===== src/sv/sorted_insert_list_core_defines.svh =====
// assertion macros for the sorted insertion list core
`ifndef SORTED_INSERT_LIST_CORE_DEFINES_SVH
`define SORTED_INSERT_LIST_CORE_DEFINES_SVH
`ifndef SYNTHESIS
`define SIL_ASSERT_IMP(label, clk, rst_n, ante, cons) \
    label: assert property (@(posedge clk) disable iff (!(rst_n)) (ante) |-> (cons)) \
        else $error("sorted_insert_list_core: assertion failed");
`define SIL_ASSERT_NEXT(label, clk, rst_n, ante, cons) \
    label: assert property (@(posedge clk) disable iff (!(rst_n)) (ante) |=> (cons)) \
        else $error("sorted_insert_list_core: assertion failed");
`else
`define SIL_ASSERT_IMP(label, clk, rst_n, ante, cons)
`define SIL_ASSERT_NEXT(label, clk, rst_n, ante, cons)
`endif
`endif


===== src/sv/sil_pkg.sv =====
// shared types and constants for the sorted insertion list core
`default_nettype none
package sil_pkg;

    localparam int unsigned SIL_CAPACITY = 32;
    localparam int unsigned SIL_DATA_W   = 32;
    localparam int unsigned SIL_POS_W    = 5;
    localparam int unsigned SIL_CNT_W    = 6;

    typedef enum logic [1:0] {
        S_IDLE,
        S_RD,
        S_CMP,
        S_EMIT
    } t_sil_state;

    // sideband that travels alongside a list read during emission
    typedef struct packed {
        logic                 vld;
        logic [SIL_POS_W-1:0] pos;
        logic [SIL_CNT_W-1:0] count;
        logic                 dropped;
        logic                 last;
    } t_rd_tag;

endpackage
`default_nettype wire


===== src/sv/sil_store.sv =====
// list storage: one write port, one read port with registered read data
`default_nettype none
module sil_store #(
    parameter int unsigned DEPTH = sil_pkg::SIL_CAPACITY,
    parameter int unsigned AW    = (DEPTH > 1) ? $clog2(DEPTH) : 1
) (
    input  wire logic                                i_clk,
    input  wire logic                                i_we,
    input  wire logic [AW-1:0]                       i_waddr,
    input  wire logic signed [sil_pkg::SIL_DATA_W-1:0] i_wdata,
    input  wire logic                                i_re,
    input  wire logic [AW-1:0]                       i_raddr,
    output logic signed [sil_pkg::SIL_DATA_W-1:0]    o_rdata
);

    logic signed [sil_pkg::SIL_DATA_W-1:0] r_mem [DEPTH];
    logic signed [sil_pkg::SIL_DATA_W-1:0] r_rdata;

    always_ff @(posedge i_clk) begin
        if (i_we) begin
            r_mem[i_waddr] <= i_wdata;
        end
    end

    always_ff @(posedge i_clk) begin
        if (i_re) begin
            r_rdata <= r_mem[i_raddr];
        end
    end

    assign o_rdata = r_rdata;

endmodule
`default_nettype wire


===== src/sv/sil_seq.sv =====
// insertion sequencer: shared signed compare, shift-up walk and list read-out
`default_nettype none
`include "sorted_insert_list_core_defines.svh"
module sil_seq #(
    parameter int unsigned CAPACITY = sil_pkg::SIL_CAPACITY,
    parameter int unsigned AW       = (CAPACITY > 1) ? $clog2(CAPACITY) : 1,
    parameter int unsigned CW       = $clog2(CAPACITY + 1)
) (
    input  wire logic                                  i_clk,
    input  wire logic                                  i_rst_n,
    input  wire logic                                  i_start,
    input  wire logic signed [sil_pkg::SIL_DATA_W-1:0] i_new_value,
    input  wire logic signed [sil_pkg::SIL_DATA_W-1:0] i_rd_data,
    output logic                                       o_busy,
    output logic                                       o_we,
    output logic [AW-1:0]                              o_waddr,
    output logic signed [sil_pkg::SIL_DATA_W-1:0]      o_wdata,
    output logic                                       o_re,
    output logic [AW-1:0]                              o_raddr,
    output sil_pkg::t_rd_tag                           o_tag
);

    sil_pkg::t_sil_state r_state, n_state;
    logic signed [sil_pkg::SIL_DATA_W-1:0] r_value, n_value;
    logic [CW-1:0] r_k, n_k;
    logic [CW-1:0] r_fill, n_fill;
    logic [CW-1:0] r_emit, n_emit;
    logic          r_dropped, n_dropped;
    sil_pkg::t_rd_tag r_tag, n_tag;

    logic [CW-1:0] w_km1;
    logic [CW-1:0] w_emit_nx;
    logic [CW-1:0] w_fill_nx;
    logic          w_less;
    logic          w_emit_last;
    logic [sil_pkg::SIL_POS_W+CW-1:0] w_pos_ext;
    logic [sil_pkg::SIL_CNT_W+CW-1:0] w_cnt_ext;

    assign w_km1      = r_k - CW'(1);
    assign w_emit_nx  = r_emit + CW'(1);
    assign w_fill_nx  = r_fill + CW'(1);
    // the one shared unit: signed compare of the new value with a stored entry
    assign w_less     = (r_value < i_rd_data);
    assign w_emit_last = (w_emit_nx == r_fill);
    // position and count are reported modulo their field widths
    assign w_pos_ext  = {{sil_pkg::SIL_POS_W{1'b0}}, r_emit};
    assign w_cnt_ext  = {{sil_pkg::SIL_CNT_W{1'b0}}, r_fill};

    always_ff @(posedge i_clk) begin
        if (!i_rst_n) begin
            r_state <= sil_pkg::S_IDLE;
            r_fill  <= '0;
            r_tag   <= '0;
        end else begin
            r_state <= n_state;
            r_fill  <= n_fill;
            r_tag   <= n_tag;
        end
    end

    always_ff @(posedge i_clk) begin
        r_value   <= n_value;
        r_k       <= n_k;
        r_emit    <= n_emit;
        r_dropped <= n_dropped;
    end

    always_comb begin
        n_state   = r_state;
        n_value   = r_value;
        n_k       = r_k;
        n_fill    = r_fill;
        n_emit    = r_emit;
        n_dropped = r_dropped;
        o_we      = 1'b0;
        o_waddr   = r_k[AW-1:0];
        o_wdata   = r_value;
        o_re      = 1'b0;
        o_raddr   = w_km1[AW-1:0];
        n_tag     = '0;
        case (r_state)
            sil_pkg::S_IDLE: begin
                if (i_start) begin
                    n_value = i_new_value;
                    n_emit  = '0;
                    if (r_fill == CW'(CAPACITY)) begin
                        n_dropped = 1'b1;
                        n_state   = sil_pkg::S_EMIT;
                    end else begin
                        n_dropped = 1'b0;
                        n_k       = r_fill;
                        n_state   = sil_pkg::S_RD;
                    end
                end
            end
            sil_pkg::S_RD: begin
                if (r_k == '0) begin
                    // walked past every entry: new value is the smallest
                    o_we    = 1'b1;
                    n_fill  = w_fill_nx;
                    n_state = sil_pkg::S_EMIT;
                end else begin
                    o_re    = 1'b1;
                    n_state = sil_pkg::S_CMP;
                end
            end
            sil_pkg::S_CMP: begin
                o_we = 1'b1;
                if (w_less) begin
                    // entry is greater: move it up one place and keep walking down
                    o_wdata = i_rd_data;
                    n_k     = w_km1;
                    n_state = sil_pkg::S_RD;
                end else begin
                    n_fill  = w_fill_nx;
                    n_state = sil_pkg::S_EMIT;
                end
            end
            sil_pkg::S_EMIT: begin
                o_re          = 1'b1;
                o_raddr       = r_emit[AW-1:0];
                n_tag.vld     = 1'b1;
                n_tag.pos     = w_pos_ext[sil_pkg::SIL_POS_W-1:0];
                n_tag.count   = w_cnt_ext[sil_pkg::SIL_CNT_W-1:0];
                n_tag.dropped = r_dropped;
                n_tag.last    = w_emit_last;
                if (w_emit_last) begin
                    n_state = sil_pkg::S_IDLE;
                end else begin
                    n_emit = w_emit_nx;
                end
            end
            default: begin
                n_state = sil_pkg::S_IDLE;
            end
        endcase
    end

    assign o_busy = (r_state != sil_pkg::S_IDLE);
    assign o_tag  = r_tag;

    `SIL_ASSERT_NEXT(a_drop_when_full, i_clk, i_rst_n, i_start && !o_busy && r_fill == CW'(CAPACITY), r_dropped && r_state == sil_pkg::S_EMIT)
    `SIL_ASSERT_IMP(a_write_in_range, i_clk, i_rst_n, o_we, r_k < CW'(CAPACITY))
    `SIL_ASSERT_IMP(a_emit_nonempty, i_clk, i_rst_n, r_state == sil_pkg::S_EMIT, r_fill != '0)

endmodule
`default_nettype wire


===== src/sv/sorted_insert_list_core.sv =====
// top level of the sorted insertion list core
// busy per item: the read-out alone when the list is full, else a shift walk over the entries greater
// than the new value, one store write, then a read-out of every entry held after the item
// results stream one per cycle; each passes the store read and tag registers, then the result register
// the shift walk and read-out share one read port of the list store
// reset clears the entry count and strobes; stored values are kept but unused
`default_nettype none
module sorted_insert_list_core #(
    parameter int unsigned CAPACITY = sil_pkg::SIL_CAPACITY
) (
    input  wire logic                                  i_clk,
    input  wire logic                                  i_rst_n,
    input  wire logic                                  i_start,
    input  wire logic signed [sil_pkg::SIL_DATA_W-1:0] i_new_value,
    output logic                                       o_busy,
    output logic                                       o_valid,
    output logic [sil_pkg::SIL_POS_W-1:0]              o_position,
    output logic signed [sil_pkg::SIL_DATA_W-1:0]      o_stored_value,
    output logic [sil_pkg::SIL_CNT_W-1:0]              o_entry_count,
    output logic                                       o_dropped,
    output logic                                       o_last
);

    localparam int unsigned AW = (CAPACITY > 1) ? $clog2(CAPACITY) : 1;
    localparam int unsigned CW = $clog2(CAPACITY + 1);

    logic                                  w_we;
    logic [AW-1:0]                         w_waddr;
    logic signed [sil_pkg::SIL_DATA_W-1:0] w_wdata;
    logic                                  w_re;
    logic [AW-1:0]                         w_raddr;
    logic signed [sil_pkg::SIL_DATA_W-1:0] w_rdata;
    sil_pkg::t_rd_tag                      w_tag;

    logic                                  r_valid;
    logic [sil_pkg::SIL_POS_W-1:0]         r_position;
    logic signed [sil_pkg::SIL_DATA_W-1:0] r_stored_value;
    logic [sil_pkg::SIL_CNT_W-1:0]         r_entry_count;
    logic                                  r_dropped;
    logic                                  r_last;

    sil_seq #(
        .CAPACITY (CAPACITY),
        .AW       (AW),
        .CW       (CW)
    ) u_seq (
        .i_clk       (i_clk),
        .i_rst_n     (i_rst_n),
        .i_start     (i_start),
        .i_new_value (i_new_value),
        .i_rd_data   (w_rdata),
        .o_busy      (o_busy),
        .o_we        (w_we),
        .o_waddr     (w_waddr),
        .o_wdata     (w_wdata),
        .o_re        (w_re),
        .o_raddr     (w_raddr),
        .o_tag       (w_tag)
    );

    sil_store #(
        .DEPTH (CAPACITY),
        .AW    (AW)
    ) u_store (
        .i_clk   (i_clk),
        .i_we    (w_we),
        .i_waddr (w_waddr),
        .i_wdata (w_wdata),
        .i_re    (w_re),
        .i_raddr (w_raddr),
        .o_rdata (w_rdata)
    );

    // result register: one transfer per cycle that the read-out tag marks
    always_ff @(posedge i_clk) begin
        if (!i_rst_n) begin
            r_valid <= 1'b0;
        end else begin
            r_valid <= w_tag.vld;
        end
    end

    always_ff @(posedge i_clk) begin
        if (w_tag.vld) begin
            r_position     <= w_tag.pos;
            r_stored_value <= w_rdata;
            r_entry_count  <= w_tag.count;
            r_dropped      <= w_tag.dropped;
            r_last         <= w_tag.last;
        end
    end

    assign o_valid        = r_valid;
    assign o_position     = r_position;
    assign o_stored_value = r_stored_value;
    assign o_entry_count  = r_entry_count;
    assign o_dropped      = r_dropped;
    assign o_last         = r_last;

endmodule
`default_nettype wire

===== config.mk =====
export PLATFORM = sky130hd
export DESIGN_NAME = sorted_insert_list_core
export DESIGN_NICKNAME = d
export VERILOG_FILES = /design/src/sv/sil_pkg.sv /design/src/sv/sil_store.sv /design/src/sv/sil_seq.sv /design/src/sv/sorted_insert_list_core.sv
export VERILOG_INCLUDE_DIRS = /design/src /design/src/sv
export SDC_FILE = /design/constraint.sdc
export NUM_CORES = 1
export LEC_CHECK = 0
export ABC_AREA = 1
export BUFFER_PORTS_ARGS = -buffer_cell sky130_fd_sc_hd__buf_2
export CAP_MARGIN = 15
export CORE_MARGIN = 2
export CORE_UTILIZATION = 49
export CTS_BUF_LIST = sky130_fd_sc_hd__clkbuf_4 sky130_fd_sc_hd__clkbuf_8
export CTS_CLUSTER_DIAMETER = 150
export DETAILED_ROUTE_END_ITERATION = 12
export GPL_ROUTABILITY_DRIVEN = 0
export PLACE_DENSITY = 0.63
export SLEW_MARGIN = 20
export SYNTH_ARGS = -nofsm -noshare
export SYNTH_HDL_FRONTEND = slang
export SYNTH_SLANG_ARGS = --single-unit

===== constraint.sdc =====
create_clock -name i_clk -period 6.9 [get_ports i_clk]
set_input_delay 0.69 -clock i_clk [delete_from_list [all_inputs] [get_ports i_clk]]
set_output_delay 0.69 -clock i_clk [all_outputs]
set_load 0.05 [all_outputs]

**Word-level counts from Yosys, hierarchy flattened**

Memory sizes are Yosys's and may differ from the RTL's. A register that Yosys moved wholly into a read port is not among the register bits.
Cells that the tools add are included.

- Register bits after elaboration: 113
- RAM bits: 1024
- Word-level logic and storage cells: 73
- Memories kept: 1

- Add/subtract/negate cells: 3
- Magnitude comparators: 1
- Eq/ne operators: 12
- Muxes and demuxes: 27
- Reduce and logical (&&, ||, !) cells: 12

Memories:

| memory | words | bits a word | rd ports | clocked after Yosys merged registers in | wr ports | RTL line | RTL |
|---|---|---|---|---|---|---|---|
| u_store.r_mem | 32 | 32 | 1 | 1 | 1 | sil_store.sv:16 | `logic signed [sil_pkg::SIL_DATA_W-1:0] r_mem [DEPTH];` |

Operators with widths:

| operator | count |
|---|---|
| $mux 32 | 2 |
| $mux 6 | 7 |
| $pmux 6 s2 | 3 |
| $lt 32x32->1 | 1 |
| $mux 14 | 1 |
| $add 6x1->6 const B | 2 |
| $mux 2 | 4 |
| $ne 2x2->1 const B | 4 |
| $pmux 2 s4 | 1 |
| $reduce_bool 2->1 | 4 |
| $eq 6x6->1 | 1 |
| $eq 6x6->1 const B | 1 |
| $logic_not 6->1 | 1 |
| $mux 1 | 6 |
| $ne 2x1->1 const B | 3 |
| $reduce_and 2->1 | 3 |
| $reduce_and 3->1 | 2 |
| $sub 6x1->6 const B | 1 |
| $mux 5 | 1 |
| $eq 2x2->1 const B | 2 |
| $pmux 1 s2 | 2 |
| $reduce_and 4->1 | 1 |
| $eq 2x1->1 const B | 1 |
| $logic_not 2->1 | 1 |

**Longest topological paths before layout**

- Depth in word-level cells: 5
- Depth in mapped cells: 18

**Hierarchy**

A second synthesis with hierarchy kept.

- Cells, all modules: 4032
- Area, all modules: 47976.0 um^2

Modules (own cells, without submodules):

| module | instances | cells an instance | area each (um^2) | seq. area each (um^2) |
|---|---|---|---|---|
| sil_store | 1 | 3536 | 42726.0 | 31710.4 |
| sil_seq | 1 | 448 | 3871.2 | 1791.7 |
| sorted_insert_list_core | 1 | 48 | 1378.8 | 1371.3 |

**Least setup slack after synthesis**

No wires, ideal clock.

- Kind: register to register
- From: register u_seq.r_k[0]
- To: memory u_store.r_mem[0][0] (netlist bit) (enable)
- Library setup time: 0.501 ns
- Data arrival time: 4.215 ns
- Data required time: 6.399 ns
- Path slack: 2.184 ns
- Cell stages (with the launch flop): 7
- Path buffers: 0
- Clock period less this slack: 4.716 ns
- Cell sequence: edfxtp_1 -> inv_1 -> ha_1 -> nand3_1 -> nor2_1 -> a31oi_1 -> nor4_1

- Cells in the longest elaborated chain, start to end: 5

RTL lines:

| element | RTL line | RTL |
|---|---|---|
| start, declared | sil_seq.sv:25 | `logic [CW-1:0] r_k, n_k;` |
| start signal, assigned | sil_seq.sv:63 | `r_k <= n_k;` |
| $logic_not 6->1 | sil_seq.sv:97 | `if (r_k == '0) begin` |
| $mux 1 | sil_seq.sv:97 |  |
| $pmux 1 s2 | sil_seq.sv:81 | `case (r_state)` |
| $mux 1 | sil_store.sv:20 | `if (i_we) begin` |
| $mux 1 (not written as such) | sil_store.sv:21 | `r_mem[i_waddr] <= i_wdata;` |
| end, declared | sil_store.sv:16 |  |

Several ways; a longest one is shown, not always the timed one.

**Worst setup path after layout**

- From: register u_store.r_rdata (netlist bit u_store.o_rdata[13]), read port of u_store.r_mem
- To: memory u_store.r_mem[3][3] (netlist bit), data pin

- Cells in the longest elaborated chain, start to end: 3

RTL lines:

| element | RTL line | RTL |
|---|---|---|
| start, declared | sil_store.sv:17 | `logic signed [sil_pkg::SIL_DATA_W-1:0] r_rdata;` |
| $lt 32x32->1 | sil_seq.sv:43 | `assign w_less = (r_value < i_rd_data);` |
| $mux 32 | sil_seq.sv:109 | `if (w_less) begin` |
| $mux 32 | sil_seq.sv:81 |  |
| via u_seq.o_wdata, one bit | sil_seq.sv:17 | `output logic signed [sil_pkg::SIL_DATA_W-1:0] o_wdata,` |

The timed path passes the listed nets, and every way through them passes these cells.

==> results.ini <==
[clock_tree]
post_cts_buffers=0
numCtsBuffers=179
cts_sinks=1169
cts-htree-levels=4
cts.clk_slew.worst_paths_ns=0.06
clockBufferDepth=3
tritoncts=built
clock_latency_ns=0.86
cts-root-buf=clkbuf_8

[timing]
setup_viol=0
hold_viol=0
tightest_slew_ns=1.21
min_period_over_period_pct=63.6
max_clock_freq_mhz=228
slew_headroom_pct=19.2
drv_slew=0
fin_worst_skew_ns=0.0573
period_minus_slack_ns=4.39
rsz0062_at_grt=false
tns_ns=0

[layout]
layout_commonest_cell=edfxtp_1
final_cell_mix=edfxtp_1, nor2_1, o21ai_0
areaGrowthSynthToFinish_pct=12.4
drive_gt1_share_pct=14.2
fin_util_pct=55.5
fin_nets=3581

[global_route]
antenna_found_initial=3
track_usage_pct=27.0
grt_overflow=0
grt_pass1_wl_um=192000
grt_pass1_vias=28871
grt_max_degree=260

[synthesis]
synth_fa_ha_area_share_pct=1.14
synth_xor_area_share_pct=0.247
syn-num-nets=3447
synth_ff_type=edfxtp_1
synth_area_leaders=edfxtp_1, o21ai_0, nor2_1
synth_seq_area_share_pct=75.6
synth.distinct_cells=36
synth_compound_area_share_pct=12.4
synth-simple-area-share_pct=7.33
yosysTopAreaCell=edfxtp_1
syn-instance-count=3370
synth_top_family_by_area=compound AO/OA/AOI/OAI gates
synth.cell_area_mm2=0.0461
async_flop_share_pct=0
synth_edf_count=1146
yosysWarnings=0
avgSynthCellArea_um2=13.7
synth_top_area_share_pct=74.6
synthMuxAreaShare_pct=0.0217
ys_ff_latch=1169

[route]
drt_pass1_iterations=7
vias=30075
routed-wl-met3_um=12600
viasPerCell=6.15
dr_wl_met2_um=61400
wl_met1_um=53900
wl_um=132000
routed.top_layer=met4
drt_iter0_drc=4373
drt-wirelength-per-cell_um=27.0
ant_nets=0
route.detailed.drc=0

[floorplanning]
start_util_pct=49.4
die_area_mm2=0.0966
die_y_um=311
io_pins=82
core_area_mm2=0.0933
die_x_um=311
rows=112

[pwr]
power_mw=26.5
power_frac_clock_pct=21.3
netSwitchingFraction_pct=42.7
powerDensity_mw_per_mm2=512
p_leak_nw=16.8
p_switching_mw=11.3
vdd_drop_max_mv=0.541
p_int_mw=15.2
seqPwrFrac_pct=35.6
power_frac_comb_pct=43.1

[critical_path]
path_cells=inv_1, ha_1, a21oi_1, o21ai_0, nor2_1, nand2_1, nand2_1, nand3_1, nand3_4, buf_4, o21ai_1, buf_4
slowest_delay_ns=0.87
arrival_ns=5.05
regToRegSetupSlack_ns=2.51
cp_slowest_cell=o21ai_1
cp.required_ns=7.56
crit_type=reg -> reg
worst-path-max-fanout=38
start_kind=flip-flop
cp-end-kind=flip-flop

[hold_path]
min_path_type=in -> reg

[job]
maxCapViolations=0

[place]
dp_hpwl_um=68700
portBuffers=81

[status]
status=finished clean

==> sequential cells by signal, indices dropped and copies added (netlist names) <==
| signal | cells |
|---|---|
| o_dropped | 1 |
| o_entry_count | 6 |
| o_last | 1 |
| o_position | 5 |
| o_stored_value | 32 |
| o_valid | 1 |
| u_seq.o_tag | 14 |
| u_seq.r_dropped | 1 |
| u_seq.r_emit | 6 |
| u_seq.r_fill | 6 |
| u_seq.r_k | 6 |
| u_seq.r_state | 2 |
| u_seq.r_value | 32 |
| u_store.o_rdata | 32 |
| u_store.r_mem | 1024 |
==> power by group through the flow <==
stage / registers (mW) / clock network, mW / logic, mW
2_1_floorplan: 9.57 / 0 / 7.44
5_1_grt: 9.47 / 6.01 / 12.4
4_1_cts: 9.45 / 5.71 / 11.3
3_3_place_gp: 9.59 / 0 / 11.2
3_5_place_dp: 9.60 / 0 / 11.2
6_report: 9.45 / 5.64 / 11.4
==> synthesized netlist by cell type (2+ instances only) <==
master	n
o21ai_1	76
buf_1	4
o21a_1	11
or2_2	2
nand2_1	112
a21oi_1	24
buf_2	95
xor2_1	11
clkbuf_1	95
clkbuf_2	5
nand2_2	2
a31oi_1	23
dfxtp_1	23
o211ai_1	30
buf_6	13
nor3_1	3
inv_2	3
xnor2_1	2
nand4_1	3
o221ai_1	156
buf_4	16
o21ai_0	553
edfxtp_1	1146
o21ai_2	2
o22ai_1	101
nand3b_1	2
inv_1	78
nor2_1	636
nand3_1	95
ha_1	42
==> critical path, delay by kind of cell (launching register included) <==
kind,cells,cell delay (ns)
buf+inv,3,1.01
fa+ha+maj,1,0.31
flops,1,0.48
compound gates,3,1.43
simple gates,5,0.96
==> through the flow <==
step | setup WS (ns) | cells | instance area, µm² | hold slack [ns]
finish | 2.51 | 4893 | 51800 | 0.0530
global route | 2.27 | 4893 | 51800 | 0.0263
CTS | 2.57 | 4892 | 51700 | 0.00420
detailed placement | 2.56 | 4556 | 48100 | 0.389
global placement | 2.56 | 4554 | 48000 | 0.388
floorplan | 2.18 | 3370 | 46100 | 0.386
==> cell type report <==
| type | count | area, µm² |
|---|---|---|
| antenna | 1 | 2.50 |
| clock buffer | 257 | 3080 |
| clock inverter | 58 | 393 |
| fill | 7580 | 41500 |
| inverter | 82 | 335 |
| multi-input combinational | 1890 | 10300 |
| sequential | 1169 | 34900 |
| tap | 1254 | 1570 |
| timing repair buffer | 182 | 1300 |
==> timing repair <==
item,in CTS,in global routing
resized for setup,0,0
hold buffers,21,0
endpoints found under the hold margin,21,0
==> path summary, 6_finish.rpt <==
kind,cells after the start,end,start
setup reg to reg,12,u_store.r_mem[3][3]$_DFFE_PP_,u_store.o_rdata[13]$_DFFE_PP_
setup / recovery,12,u_store.r_mem[3][3]$_DFFE_PP_,u_store.o_rdata[13]$_DFFE_PP_
hold / removal,1,u_seq.r_value[9]$_DFFE_PP_,i_new_value[9]
hold reg to reg,0,o_entry_count[5]$_DFFE_PP_,u_seq.o_tag[7]$_SDFF_PN0_
==> logic make-up after synthesis <==
| group | Yosys count |
|---|---|
| compound gates | 976 |
| xor+xnor | 13 |
| fa+ha+maj | 42 |
| buf+inv | 311 |
| flops | 1169 |
| mux | 1 |
| simple gates | 858 |
==> metal layers <==
layer,track usage [%],vias up
li1,-,12993
met1,38.4,15149
met2,42.0,1654
met3,4.85,279
met4,9.80,0
met5,0,-
No activity file was read; power rests on OpenSTA's default activity.
